[src/rtl/ssm_pkg.sv]
// ----------------------------------------------------------------------------
// ssm_pkg
// Shared widths, register codes, constants and payload types of the steering
// servo mixer.
// ----------------------------------------------------------------------------
package ssm_pkg;

  // Field widths
  localparam int PULSE_W    = 12;
  localparam int DIR_W      = 8;
  localparam int PCT_W      = 7;
  localparam int DZ_W       = 7;
  localparam int SLACK_W    = 10;
  localparam int TRIM_W     = 11;
  localparam int CFG_IDX_W  = 3;
  localparam int CFG_DATA_W = 12;
  localparam int IN_DATA_W  = 32;
  localparam int OUT_DATA_W = 48;

  // Datapath widths
  localparam int K_W     = 7;   // ramp position and divider remainder
  localparam int SPAN_W  = 13;  // magnitude of max - min + slack
  localparam int PROD_W  = 19;  // ramp and brake products, below 2^19
  localparam int ADD_W   = 13;  // signed brake pull
  localparam int MIX_W   = 21;  // signed mixing sums

  // Divide by 100 through a reciprocal, exact for any value below 2^19
  localparam int                RECIP_W     = 20;
  localparam logic [RECIP_W-1:0] RECIP_100  = 20'd671089;
  localparam int                RECIP_SHIFT = 26;

  // Ramp divider: quotient bits resolved per stage
  localparam int DIV_STEP   = 4;
  localparam int DIV_STAGES = (PROD_W + DIV_STEP - 1) / DIV_STEP;

  // Register reset values
  localparam logic [PULSE_W-1:0]       RST_MIN_PULSE = 12'd1000;
  localparam logic [PULSE_W-1:0]       RST_MAX_PULSE = 12'd2000;
  localparam logic [PULSE_W-1:0]       RST_CUT_PULSE = 12'd1900;
  localparam logic [DZ_W-1:0]          RST_DEAD_ZONE = 7'd5;
  localparam logic [SLACK_W-1:0]       RST_SLACK     = 10'd0;
  localparam logic signed [TRIM_W-1:0] RST_TRIM      = 11'sd0;

  // Auxiliary channel end points
  localparam int AUX_ONE_LOW  = 1000;
  localparam int AUX_ONE_HIGH = 2000;
  localparam int AUX_TWO_LOW  = 1000;
  localparam int AUX_TWO_HIGH = 2000;

  localparam int AUX1_DIFF = AUX_ONE_HIGH - AUX_ONE_LOW;
  localparam int AUX2_DIFF = AUX_TWO_HIGH - AUX_TWO_LOW;
  localparam logic [PULSE_W-1:0] AUX1_MAG  = PULSE_W'((AUX1_DIFF < 0) ? -AUX1_DIFF : AUX1_DIFF);
  localparam logic [PULSE_W-1:0] AUX2_MAG  = PULSE_W'((AUX2_DIFF < 0) ? -AUX2_DIFF : AUX2_DIFF);
  localparam logic               AUX1_NEG  = (AUX1_DIFF < 0);
  localparam logic               AUX2_NEG  = (AUX2_DIFF < 0);
  localparam logic [PULSE_W-1:0] AUX1_BASE = PULSE_W'(AUX_ONE_LOW);
  localparam logic [PULSE_W-1:0] AUX2_BASE = PULSE_W'(AUX_TWO_LOW);

  // Register indexes
  typedef enum logic [CFG_IDX_W-1:0] {
    REG_MIN_PULSE = 3'd0,
    REG_MAX_PULSE = 3'd1,
    REG_CUT_PULSE = 3'd2,
    REG_DEAD_ZONE = 3'd3,
    REG_SLACK     = 3'd4,
    REG_TRIM      = 3'd5
  } cfg_idx_t;

  // Which side the steering ramp drives
  typedef enum logic [1:0] {
    SIDE_NEUTRAL,
    SIDE_LEFT,
    SIDE_RIGHT
  } side_t;

  typedef struct packed {
    logic [PULSE_W-1:0]       min_pulse;
    logic [PULSE_W-1:0]       max_pulse;
    logic [PULSE_W-1:0]       cut_pulse;
    logic [DZ_W-1:0]          dead_zone;
    logic [SLACK_W-1:0]       slack;
    logic signed [TRIM_W-1:0] trim;
  } ssm_cfg_t;

  // Values that ride alongside the divider
  typedef struct packed {
    side_t                    side;
    logic                     neg;
    logic signed [ADD_W-1:0]  add;
    logic [PULSE_W-1:0]       aux1;
    logic [PULSE_W-1:0]       aux2;
  } ssm_band_t;

  // Divider beat: num shifts dividend bits out and quotient bits in
  typedef struct packed {
    logic [PROD_W-1:0] num;
    logic [K_W-1:0]    rem;
    ssm_band_t         band;
  } ssm_div_t;

  // Clamp v between a and b, taking whichever is lower as the low bound
  function automatic logic [PULSE_W-1:0] ssm_clamp(input logic signed [MIX_W-1:0] v,
                                                   input logic [PULSE_W-1:0] a,
                                                   input logic [PULSE_W-1:0] b);
    logic [PULSE_W-1:0]      lo;
    logic [PULSE_W-1:0]      hi;
    logic signed [MIX_W-1:0] lo_s;
    logic signed [MIX_W-1:0] hi_s;
    lo   = (a > b) ? b : a;
    hi   = (a > b) ? a : b;
    lo_s = $signed(MIX_W'(lo));
    hi_s = $signed(MIX_W'(hi));
    if (v < lo_s) begin
      return lo;
    end else if (v > hi_s) begin
      return hi;
    end else begin
      return v[PULSE_W-1:0];
    end
  endfunction

endpackage

[src/rtl/ssm_front.sv]
// ----------------------------------------------------------------------------
// ssm_front
// Three stages: saturate and pick the ramp side, form the ramp, brake and
// auxiliary products, then divide the brake and auxiliary products by 100.
// ----------------------------------------------------------------------------
module ssm_front
  import ssm_pkg::*;
(
  input  logic                     clk,
  input  logic                     rst_n,
  input  ssm_cfg_t                 cfg,
  input  logic                     in_valid,
  output logic                     in_ready,
  input  logic signed [DIR_W-1:0]  in_dir,
  input  logic [PCT_W-1:0]         in_brk,
  input  logic [PCT_W-1:0]         in_aux1,
  input  logic [PCT_W-1:0]         in_aux2,
  output logic                     out_valid,
  input  logic                     out_ready,
  output ssm_div_t                 out_div
);

  localparam int AUXQ_W = PULSE_W;
  localparam int MUL_W  = PROD_W + RECIP_W;

  typedef struct packed {
    side_t            side;
    logic [K_W-1:0]   k;
    logic [PCT_W-1:0] brk;
    logic [PCT_W-1:0] aux1;
    logic [PCT_W-1:0] aux2;
  } stg_a_t;

  typedef struct packed {
    side_t             side;
    logic              neg;
    logic [PROD_W-1:0] pk;
    logic              bneg;
    logic [PROD_W-1:0] bp;
    logic [PROD_W-1:0] a1p;
    logic [PROD_W-1:0] a2p;
  } stg_b_t;

  typedef struct packed {
    side_t             side;
    logic              neg;
    logic [PROD_W-1:0] pk;
    logic              bneg;
    logic [AUXQ_W-1:0] bq;
    logic [AUXQ_W-1:0] a1q;
    logic [AUXQ_W-1:0] a2q;
  } stg_c_t;

  stg_a_t a_r, a_nxt;
  stg_b_t b_r, b_nxt;
  stg_c_t c_r, c_nxt;
  logic   a_vld_r, a_vld_nxt;
  logic   b_vld_r, b_vld_nxt;
  logic   c_vld_r, c_vld_nxt;
  logic   rdy_a, rdy_b, rdy_c;

  logic signed [DIR_W-1:0]  dir_s;
  logic signed [DIR_W:0]    dir9;
  logic signed [DIR_W:0]    dz9;
  logic signed [SPAN_W:0]   sr;
  logic [SPAN_W-1:0]        sr_mag;
  logic signed [PULSE_W:0]  bsp;
  logic [PULSE_W-1:0]       bsp_mag;
  logic [MUL_W-1:0]         bm, a1m, a2m;

  // Ready chain: a stage takes a beat when empty or when it moves on
  assign rdy_c    = !c_vld_r || out_ready;
  assign rdy_b    = !b_vld_r || rdy_c;
  assign rdy_a    = !a_vld_r || rdy_b;
  assign in_ready = rdy_a;

  assign a_vld_nxt = rdy_a ? in_valid : a_vld_r;
  assign b_vld_nxt = rdy_b ? a_vld_r  : b_vld_r;
  assign c_vld_nxt = rdy_c ? b_vld_r  : c_vld_r;

  // Stage A: saturate commands, pick ramp side and position
  always_comb begin
    dir_s = in_dir;
    if (in_dir > 8'sd100) begin
      dir_s = 8'sd100;
    end else if (in_dir < -8'sd100) begin
      dir_s = -8'sd100;
    end
    dir9 = (DIR_W+1)'(dir_s);
    dz9  = $signed({2'b00, cfg.dead_zone});
    a_nxt.brk  = (in_brk  > 7'd100) ? 7'd100 : in_brk;
    a_nxt.aux1 = (in_aux1 > 7'd100) ? 7'd100 : in_aux1;
    a_nxt.aux2 = (in_aux2 > 7'd100) ? 7'd100 : in_aux2;
    if (dir9 < -dz9) begin
      a_nxt.side = SIDE_LEFT;
      a_nxt.k    = K_W'(dir9 + 9'sd100);
    end else if (dir9 > dz9) begin
      a_nxt.side = SIDE_RIGHT;
      a_nxt.k    = K_W'(dir9 - dz9);
    end else begin
      a_nxt.side = SIDE_NEUTRAL;
      a_nxt.k    = '0;
    end
  end

  // Stage B: ramp, brake and auxiliary products on magnitudes
  always_comb begin
    sr = $signed({2'b00, cfg.max_pulse}) - $signed({2'b00, cfg.min_pulse})
         + $signed({4'b0000, cfg.slack});
    sr_mag  = sr[SPAN_W] ? SPAN_W'(-sr) : sr[SPAN_W-1:0];
    bsp     = $signed({1'b0, cfg.max_pulse}) - $signed({1'b0, cfg.min_pulse});
    bsp_mag = bsp[PULSE_W] ? PULSE_W'(-bsp) : bsp[PULSE_W-1:0];
    b_nxt.side = a_r.side;
    b_nxt.neg  = sr[SPAN_W] ^ (a_r.side == SIDE_LEFT);
    b_nxt.pk   = PROD_W'(a_r.k) * PROD_W'(sr_mag);
    b_nxt.bneg = bsp[PULSE_W];
    b_nxt.bp   = PROD_W'(a_r.brk) * PROD_W'(bsp_mag);
    b_nxt.a1p  = PROD_W'(a_r.aux1) * PROD_W'(AUX1_MAG);
    b_nxt.a2p  = PROD_W'(a_r.aux2) * PROD_W'(AUX2_MAG);
  end

  // Stage C: divide brake and auxiliary products by 100
  always_comb begin
    bm  = MUL_W'(b_r.bp)  * MUL_W'(RECIP_100);
    a1m = MUL_W'(b_r.a1p) * MUL_W'(RECIP_100);
    a2m = MUL_W'(b_r.a2p) * MUL_W'(RECIP_100);
    c_nxt.side = b_r.side;
    c_nxt.neg  = b_r.neg;
    c_nxt.pk   = b_r.pk;
    c_nxt.bneg = b_r.bneg;
    c_nxt.bq   = bm[RECIP_SHIFT +: AUXQ_W];
    c_nxt.a1q  = a1m[RECIP_SHIFT +: AUXQ_W];
    c_nxt.a2q  = a2m[RECIP_SHIFT +: AUXQ_W];
  end

  // Hand over to the divider: apply signs, add auxiliary bases
  always_comb begin
    out_div.num       = c_r.pk;
    out_div.rem       = '0;
    out_div.band.side = c_r.side;
    out_div.band.neg  = c_r.neg;
    out_div.band.add  = c_r.bneg ? -$signed({1'b0, c_r.bq}) : $signed({1'b0, c_r.bq});
    out_div.band.aux1 = AUX1_NEG ? (AUX1_BASE - c_r.a1q) : (AUX1_BASE + c_r.a1q);
    out_div.band.aux2 = AUX2_NEG ? (AUX2_BASE - c_r.a2q) : (AUX2_BASE + c_r.a2q);
  end
  assign out_valid = c_vld_r;

  // Advance valid bits
  always_ff @(posedge clk) begin
    if (!rst_n) begin
      a_vld_r <= 1'b0;
      b_vld_r <= 1'b0;
      c_vld_r <= 1'b0;
    end else begin
      a_vld_r <= a_vld_nxt;
      b_vld_r <= b_vld_nxt;
      c_vld_r <= c_vld_nxt;
    end
  end

  // Load payload where a beat moves in
  always_ff @(posedge clk) begin
    if (rdy_a && in_valid) begin
      a_r <= a_nxt;
    end
    if (rdy_b && a_vld_r) begin
      b_r <= b_nxt;
    end
    if (rdy_c && b_vld_r) begin
      c_r <= c_nxt;
    end
  end

  // A left ramp starts below full scale, a right ramp never at zero
  assert property (@(posedge clk) disable iff (!rst_n)
    a_vld_r && (a_r.side == SIDE_LEFT) |-> (a_r.k < 7'd100))
    else $error("left ramp position out of range");

  assert property (@(posedge clk) disable iff (!rst_n)
    a_vld_r && (a_r.side == SIDE_RIGHT) |-> (a_r.k != 7'd0) && (a_r.k <= 7'd100))
    else $error("right ramp position out of range");

endmodule

[src/rtl/ssm_div_stage.sv]
// ----------------------------------------------------------------------------
// ssm_div_stage
// One registered stage of the restoring ramp divider; resolves STEPS
// quotient bits and carries the side values along.
// ----------------------------------------------------------------------------
module ssm_div_stage
  import ssm_pkg::*;
#(
  parameter int STEPS = DIV_STEP
) (
  input  logic           clk,
  input  logic           rst_n,
  input  logic [K_W-1:0] dvs,
  input  logic           in_valid,
  output logic           in_ready,
  input  ssm_div_t       in_div,
  output logic           out_valid,
  input  logic           out_ready,
  output ssm_div_t       out_div
);

  ssm_div_t     div_r, div_nxt;
  logic         vld_r, vld_nxt;
  logic [K_W:0] trial;

  assign in_ready = !vld_r || out_ready;
  assign vld_nxt  = in_ready ? in_valid : vld_r;

  // Shift in a dividend bit, subtract where the divisor fits
  always_comb begin
    div_nxt = in_div;
    trial   = '0;
    for (int i = 0; i < STEPS; i++) begin
      trial       = {div_nxt.rem, div_nxt.num[PROD_W-1]};
      div_nxt.num = {div_nxt.num[PROD_W-2:0], 1'b0};
      if (trial >= {1'b0, dvs}) begin
        div_nxt.rem    = K_W'(trial - {1'b0, dvs});
        div_nxt.num[0] = 1'b1;
      end else begin
        div_nxt.rem = trial[K_W-1:0];
      end
    end
  end

  always_ff @(posedge clk) begin
    if (!rst_n) begin
      vld_r <= 1'b0;
    end else begin
      vld_r <= vld_nxt;
    end
  end

  always_ff @(posedge clk) begin
    if (in_ready && in_valid) begin
      div_r <= div_nxt;
    end
  end

  assign out_valid = vld_r;
  assign out_div   = div_r;

endmodule

[src/rtl/ssm_back.sv]
// ----------------------------------------------------------------------------
// ssm_back
// Two stages: mix ramp and brake and clamp to the cut limit, then add trim,
// clamp to the servo range and hold the result beat.
// ----------------------------------------------------------------------------
module ssm_back
  import ssm_pkg::*;
(
  input  logic               clk,
  input  logic               rst_n,
  input  ssm_cfg_t           cfg,
  input  logic               in_valid,
  output logic               in_ready,
  input  ssm_div_t           in_div,
  output logic               out_valid,
  input  logic               out_ready,
  output logic [PULSE_W-1:0] out_left,
  output logic [PULSE_W-1:0] out_right,
  output logic [PULSE_W-1:0] out_aux1,
  output logic [PULSE_W-1:0] out_aux2
);

  typedef struct packed {
    logic [PULSE_W-1:0] left;
    logic [PULSE_W-1:0] right;
    logic [PULSE_W-1:0] aux1;
    logic [PULSE_W-1:0] aux2;
  } pulses_t;

  pulses_t mix_r, mix_nxt;
  pulses_t res_r, res_nxt;
  logic    mix_vld_r, mix_vld_nxt;
  logic    res_vld_r, res_vld_nxt;
  logic    rdy_mix, rdy_res;

  logic signed [MIX_W-1:0] qs, mn_s, mx_s, so_s, add_s, l_s, r_s;
  logic signed [MIX_W-1:0] tmag, delta, lt_s, rt_s;

  assign rdy_res  = !res_vld_r || out_ready;
  assign rdy_mix  = !mix_vld_r || rdy_res;
  assign in_ready = rdy_mix;

  assign mix_vld_nxt = rdy_mix ? in_valid  : mix_vld_r;
  assign res_vld_nxt = rdy_res ? mix_vld_r : res_vld_r;

  // Mix ramp with rest pulse, add brake, clamp to cut limit
  always_comb begin
    qs    = in_div.band.neg ? -$signed(MIX_W'(in_div.num)) : $signed(MIX_W'(in_div.num));
    mn_s  = $signed(MIX_W'(cfg.min_pulse));
    mx_s  = $signed(MIX_W'(cfg.max_pulse));
    so_s  = $signed(MIX_W'(cfg.slack));
    add_s = MIX_W'(in_div.band.add);
    case (in_div.band.side)
      SIDE_LEFT: begin
        l_s = mx_s + qs;
        r_s = mn_s;
      end
      SIDE_RIGHT: begin
        l_s = mn_s;
        r_s = mn_s - so_s + qs;
      end
      default: begin
        l_s = mn_s;
        r_s = mn_s;
      end
    endcase
    mix_nxt.left  = ssm_clamp(l_s + add_s, cfg.min_pulse, cfg.cut_pulse);
    mix_nxt.right = ssm_clamp(r_s + add_s, cfg.min_pulse, cfg.cut_pulse);
    mix_nxt.aux1  = in_div.band.aux1;
    mix_nxt.aux2  = in_div.band.aux2;
  end

  // Add trim to one side, signed by servo direction, clamp to servo range
  always_comb begin
    tmag  = cfg.trim[TRIM_W-1] ? -MIX_W'(cfg.trim) : MIX_W'(cfg.trim);
    delta = (cfg.max_pulse < cfg.min_pulse) ? -tmag : tmag;
    lt_s  = $signed(MIX_W'(mix_r.left));
    rt_s  = $signed(MIX_W'(mix_r.right));
    if (cfg.trim < 0) begin
      lt_s = lt_s + delta;
    end
    if (cfg.trim > 0) begin
      rt_s = rt_s + delta;
    end
    res_nxt.left  = ssm_clamp(lt_s, cfg.min_pulse, cfg.max_pulse);
    res_nxt.right = ssm_clamp(rt_s, cfg.min_pulse, cfg.max_pulse);
    res_nxt.aux1  = mix_r.aux1;
    res_nxt.aux2  = mix_r.aux2;
  end

  always_ff @(posedge clk) begin
    if (!rst_n) begin
      mix_vld_r <= 1'b0;
      res_vld_r <= 1'b0;
    end else begin
      mix_vld_r <= mix_vld_nxt;
      res_vld_r <= res_vld_nxt;
    end
  end

  always_ff @(posedge clk) begin
    if (rdy_mix && in_valid) begin
      mix_r <= mix_nxt;
    end
    if (rdy_res && mix_vld_r) begin
      res_r <= res_nxt;
    end
  end

  assign out_valid = res_vld_r;
  assign out_left  = res_r.left;
  assign out_right = res_r.right;
  assign out_aux1  = res_r.aux1;
  assign out_aux2  = res_r.aux2;

  // Reset empties the output register
  assert property (@(posedge clk) !rst_n |=> !out_valid)
    else $error("result beat shown right after reset");

endmodule

[src/rtl/steering_servo_mixer.sv]
// ----------------------------------------------------------------------------
// steering_servo_mixer
// Path: front, divider and back stages, all registered. Throughput: one beat
// per cycle while out_tready holds; the restoring ramp divider is split over
// five registered stages and every stage moves on when it is empty or drained.
// Reset: synchronous active-low rst_n empties the pipeline and loads the
// register defaults; cfg_ready stays high.
// ----------------------------------------------------------------------------
module steering_servo_mixer
  import ssm_pkg::*;
(
  input  logic                  clk,
  input  logic                  rst_n,
  // configuration write channel
  input  logic                  cfg_valid,
  output logic                  cfg_ready,
  input  logic [CFG_IDX_W-1:0]  cfg_index,
  input  logic [CFG_DATA_W-1:0] cfg_data,
  // input stream
  input  logic                  in_tvalid,
  output logic                  in_tready,
  input  logic [IN_DATA_W-1:0]  in_tdata,   // direction, brake, aux1_level, aux2_level
  // result stream
  output logic                  out_tvalid,
  input  logic                  out_tready,
  output logic [OUT_DATA_W-1:0] out_tdata   // left_pulse, right_pulse, aux1_pulse, aux2_pulse
);

  ssm_cfg_t cfg_r, cfg_nxt;

  logic       vld_w [DIV_STAGES+1];
  logic       rdy_w [DIV_STAGES+1];
  ssm_div_t   div_w [DIV_STAGES+1];
  logic [K_W-1:0] dvs;

  logic [PULSE_W-1:0] left_pulse, right_pulse, aux1_pulse, aux2_pulse;

  // Register writes; indexes past the list are dropped
  assign cfg_ready = 1'b1;

  always_comb begin
    cfg_nxt = cfg_r;
    if (cfg_valid && cfg_ready) begin
      case (cfg_idx_t'(cfg_index))
        REG_MIN_PULSE: cfg_nxt.min_pulse = cfg_data[PULSE_W-1:0];
        REG_MAX_PULSE: cfg_nxt.max_pulse = cfg_data[PULSE_W-1:0];
        REG_CUT_PULSE: cfg_nxt.cut_pulse = cfg_data[PULSE_W-1:0];
        REG_DEAD_ZONE: cfg_nxt.dead_zone = cfg_data[DZ_W-1:0];
        REG_SLACK:     cfg_nxt.slack     = cfg_data[SLACK_W-1:0];
        REG_TRIM:      cfg_nxt.trim      = $signed(cfg_data[TRIM_W-1:0]);
        default:       cfg_nxt = cfg_r;
      endcase
    end
  end

  always_ff @(posedge clk) begin
    if (!rst_n) begin
      cfg_r.min_pulse <= RST_MIN_PULSE;
      cfg_r.max_pulse <= RST_MAX_PULSE;
      cfg_r.cut_pulse <= RST_CUT_PULSE;
      cfg_r.dead_zone <= RST_DEAD_ZONE;
      cfg_r.slack     <= RST_SLACK;
      cfg_r.trim      <= RST_TRIM;
    end else begin
      cfg_r <= cfg_nxt;
    end
  end

  // Ramp divisor, only meaningful when the direction is past the dead zone
  assign dvs = K_W'(7'd100 - cfg_r.dead_zone);

  ssm_front u_front (
    .clk       (clk),
    .rst_n     (rst_n),
    .cfg       (cfg_r),
    .in_valid  (in_tvalid),
    .in_ready  (in_tready),
    .in_dir    ($signed(in_tdata[7:0])),
    .in_brk    (in_tdata[14:8]),
    .in_aux1   (in_tdata[21:15]),
    .in_aux2   (in_tdata[28:22]),
    .out_valid (vld_w[0]),
    .out_ready (rdy_w[0]),
    .out_div   (div_w[0])
  );

  // Divider stages, the last one takes the remaining quotient bits
  for (genvar s = 0; s < DIV_STAGES; s++) begin : g_div
    localparam int LEFT_BITS = PROD_W - s * DIV_STEP;
    localparam int STEPS     = (LEFT_BITS < DIV_STEP) ? LEFT_BITS : DIV_STEP;

    ssm_div_stage #(
      .STEPS (STEPS)
    ) u_div (
      .clk       (clk),
      .rst_n     (rst_n),
      .dvs       (dvs),
      .in_valid  (vld_w[s]),
      .in_ready  (rdy_w[s]),
      .in_div    (div_w[s]),
      .out_valid (vld_w[s+1]),
      .out_ready (rdy_w[s+1]),
      .out_div   (div_w[s+1])
    );
  end

  ssm_back u_back (
    .clk       (clk),
    .rst_n     (rst_n),
    .cfg       (cfg_r),
    .in_valid  (vld_w[DIV_STAGES]),
    .in_ready  (rdy_w[DIV_STAGES]),
    .in_div    (div_w[DIV_STAGES]),
    .out_valid (out_tvalid),
    .out_ready (out_tready),
    .out_left  (left_pulse),
    .out_right (right_pulse),
    .out_aux1  (aux1_pulse),
    .out_aux2  (aux2_pulse)
  );

  assign out_tdata = {aux2_pulse, aux1_pulse, right_pulse, left_pulse};

  // Input only backs up once every stage holds a beat and the output is stalled
  assert property (@(posedge clk) disable iff (!rst_n) !in_tready |-> out_tvalid)
    else $error("input stalled with room left in the pipeline");

endmodule
[config.mk]
export PLATFORM = sky130hd
export DESIGN_NAME = steering_servo_mixer
export DESIGN_NICKNAME = d
export VERILOG_FILES = /design/src/rtl/ssm_pkg.sv /design/src/rtl/ssm_front.sv /design/src/rtl/ssm_div_stage.sv /design/src/rtl/ssm_back.sv /design/src/rtl/steering_servo_mixer.sv
export SDC_FILE = /design/constraint.sdc
export NUM_CORES = 2
export LEC_CHECK = 0
export BUFFER_PORTS_ARGS = -buffer_cell sky130_fd_sc_hd__buf_4
export CAP_MARGIN = 20
export CORE_AREA = 2 2 330 332
export CTS_CLUSTER_DIAMETER = 50
export DETAILED_ROUTE_END_ITERATION = 8
export DIE_AREA = 0 0 332 334
export PLACE_DENSITY = 0.85
export SLEW_MARGIN = 5
export SYNTH_ARGS = -nofsm -noshare
export SYNTH_HDL_FRONTEND = slang
export SYNTH_HIERARCHICAL = 1
export SYNTH_SLANG_ARGS = --single-unit
[constraint.sdc]
create_clock -name clk -period 10.95 [get_ports clk]
set_clock_uncertainty 0.1 [all_clocks]
set_input_delay 2.19 -clock clk [delete_from_list [all_inputs] [get_ports clk]]
set_output_delay 2.19 -clock clk [all_outputs]
set_load 0.1 [all_outputs]
==> run metrics <==
WL final roughly 150000 um; routed via count 45700; CP Max Fanout 12; TNS Setup 0 ns; fmax between 0.09 and 0.1 GHz; Hold Path Depth 0; antenna viol nets, final 0; cells resized by post-CTS repair 0; DR vias/cell 6.02; CTS root buf clkbuf_16; die width around 330 um; Core ar. 108000 sq um; Tcrit/Tclk final 0.934; HP Class reg -> reg; most common cell after layout, fill and taps aside ha_1; cell count after synthesis 6010; Final setup viols 0; Slew @ Worst Pin about 1.1 ns; Die Area 111000 sq um; Placer Congestion 0.964; Total GRT Usage 0.280; Layout Nets approximately 7600; WP buf/inv 5; Pins Over Slew Limit 0; beginning of the worst hold path g_div[2].u_div/out_div[35]$_DFFE_PP_; most frequent cells in the layout 960 x ha_1, 805 x inv_1, 576 x edfxtp_1; synthesized cell area 63400 sq um; r2r worst-path depth 34; post-layout min period 10.22 ns; worst skew pair latency 0.71 ns; reg2reg end g_div[1].u_div/out_div[45]$_DFFE_PP_; warnings from Yosys 6; global-route wire length before repair between 200000 and 250000 um; CTS buffer count between 80 and 90; Layout Utilization 0.637; share of cells above drive strength 1 0.0745; die height 334 um; WHS Endpoint g_div[3].u_div/out_div[35]$_DFFE_PP_; Clock Tree Buf Depth 3; remaining global-route overflow 0; area delta synth->final 8.19%; DR pass1 iterations 8; vias in the first global route 47100; Fin. Hold Viols 0; Worst Setup SP cfg_r[22]$_SDFFE_PN0P_; RSZ-0062 raised after global routing no; Levels on crit path 34; r2r startpoint cfg_r[22]$_SDFFE_PN0P_; CP max-delay cell a211oi_1; Hold-fix buffers, CTS 0; CTS tree done; H-tree depth 3; largest net degree at the start of global routing 67; slowest stage delay, CP about 0.69 ns; Slew Limit Headroom 0.268; FF-to-FF setup slack just over 0.7 ns; Syn Area/Cell 10.6 sq um; diodes inserted 0; Top cell by count, worst path ha_1; worst setup path class reg -> reg; critical path required time 11.40 ns; initial antenna violation count 2; half-perimeter wire length after detailed placement 120000 um; MaxCap Viol Count 0; io pins 103; clock transition at the registers of the reported paths 0.06 ns; Filler cells ~8100; Sinks on Clock Net 650; Rows ~120; Critical Path Start Type flop; Port Buf Inserts between 90 and 100; Post-CTS Setup Bufs 0; run status finished clean; initial core utilization 0.588; Critical Path AT 10.67 ns; drc violations 0; Critical Path Sink Type flop; Crit path max-delay family compound AO/OA/AOI/OAI gates; Iter 0 DRT Violations 3840; Routed WL per cell 20.4 um
-- registers in the layout (all words and copies together) (netlist names), 5 cells and up --
name and count:
g_div.u_div/out_div 323, u_front/b_r 70, cfg_r 64, u_back/mix_r 48
u_front/c_r 35, u_front/a_r 30, u_front/out_div 22, u_back/out_aux1 12
u_back/out_aux2 12, u_back/out_left 12, u_back/out_right 12, g_div.u_div/out_valid 5
-- layout make-up --
cell class | instances | area, sq um | share of cell area
clock inverters | 68 | 882 | 0.0129
flip-flops and latches | 650 | 18800 | 0.274
clock buffers | 94 | 2180 | 0.0318
inverters | 813 | 3070 | 0.0448
multi-input cells | 4423 | 40900 | 0.596
well taps | 1414 | 1770 | 0.0258
repair buffers | 136 | 1020 | 0.0148
-- worst max-delay path by stage --
| stage | endpoint | slack, ns |
|---|---|---|
| finish | g_div[1].u_div/out_div[45]$_DFFE_PP_ | 0.73 |
| global route | g_div[1].u_div/out_div[45]$_DFFE_PP_ | 0.005 |
| CTS | g_div[0].u_div/out_div[46]$_DFFE_PP_ | 0.79 |
| detailed placement | g_div[0].u_div/out_div[41]$_DFFE_PP_ | 0.76 |
| global placement | g_div[0].u_div/out_div[46]$_DFFE_PP_ | 0.88 |
| floorplan | g_div[1].u_div/out_div[44]$_DFFE_PP_ | 1.59 |
-- per-stage QoR --
step | hold WS (ns) | cell area (sq um) | setup slack (ns) | std cells
2_1_floorplan | 0.300 | 63400 | 1.59 | 6016
3_3_place_gp | 0.300 | 65500 | 0.877 | 7432
3_5_place_dp | 0.305 | 65500 | 0.756 | 7434
4_1_cts | 0.274 | 68600 | 0.789 | 7596
5_1_grt | 0.283 | 68600 | 0.00500 | 7598
6_report | 0.273 | 68600 | 0.726 | 7598
-- routing by layer --
metal,wire length [um],GRT usage,vias to the layer above
li1,-,-,21300
met1,62200,0.352,22200
met2,74800,0.476,1749
met3,9540,0.0372,474
met4,8160,0.141,0
met5,0,0,-
-- worst reg2reg max path, delay by kind of cell, from the launching register on --
family / cells / cell delay [ns]
adders and majority gates: 5 / 2.13
muxes: 2 / 0.58
buffers and inverters: 5 / 0.95
AOI/OAI and AO/OA: 15 / 4.23
DFF: 1 / 0.46
and+or+nand+nor: 7 / 1.64
Power is not shown: default switching activity piles up to over one toggle a cycle in this logic, so the estimate is an artifact.
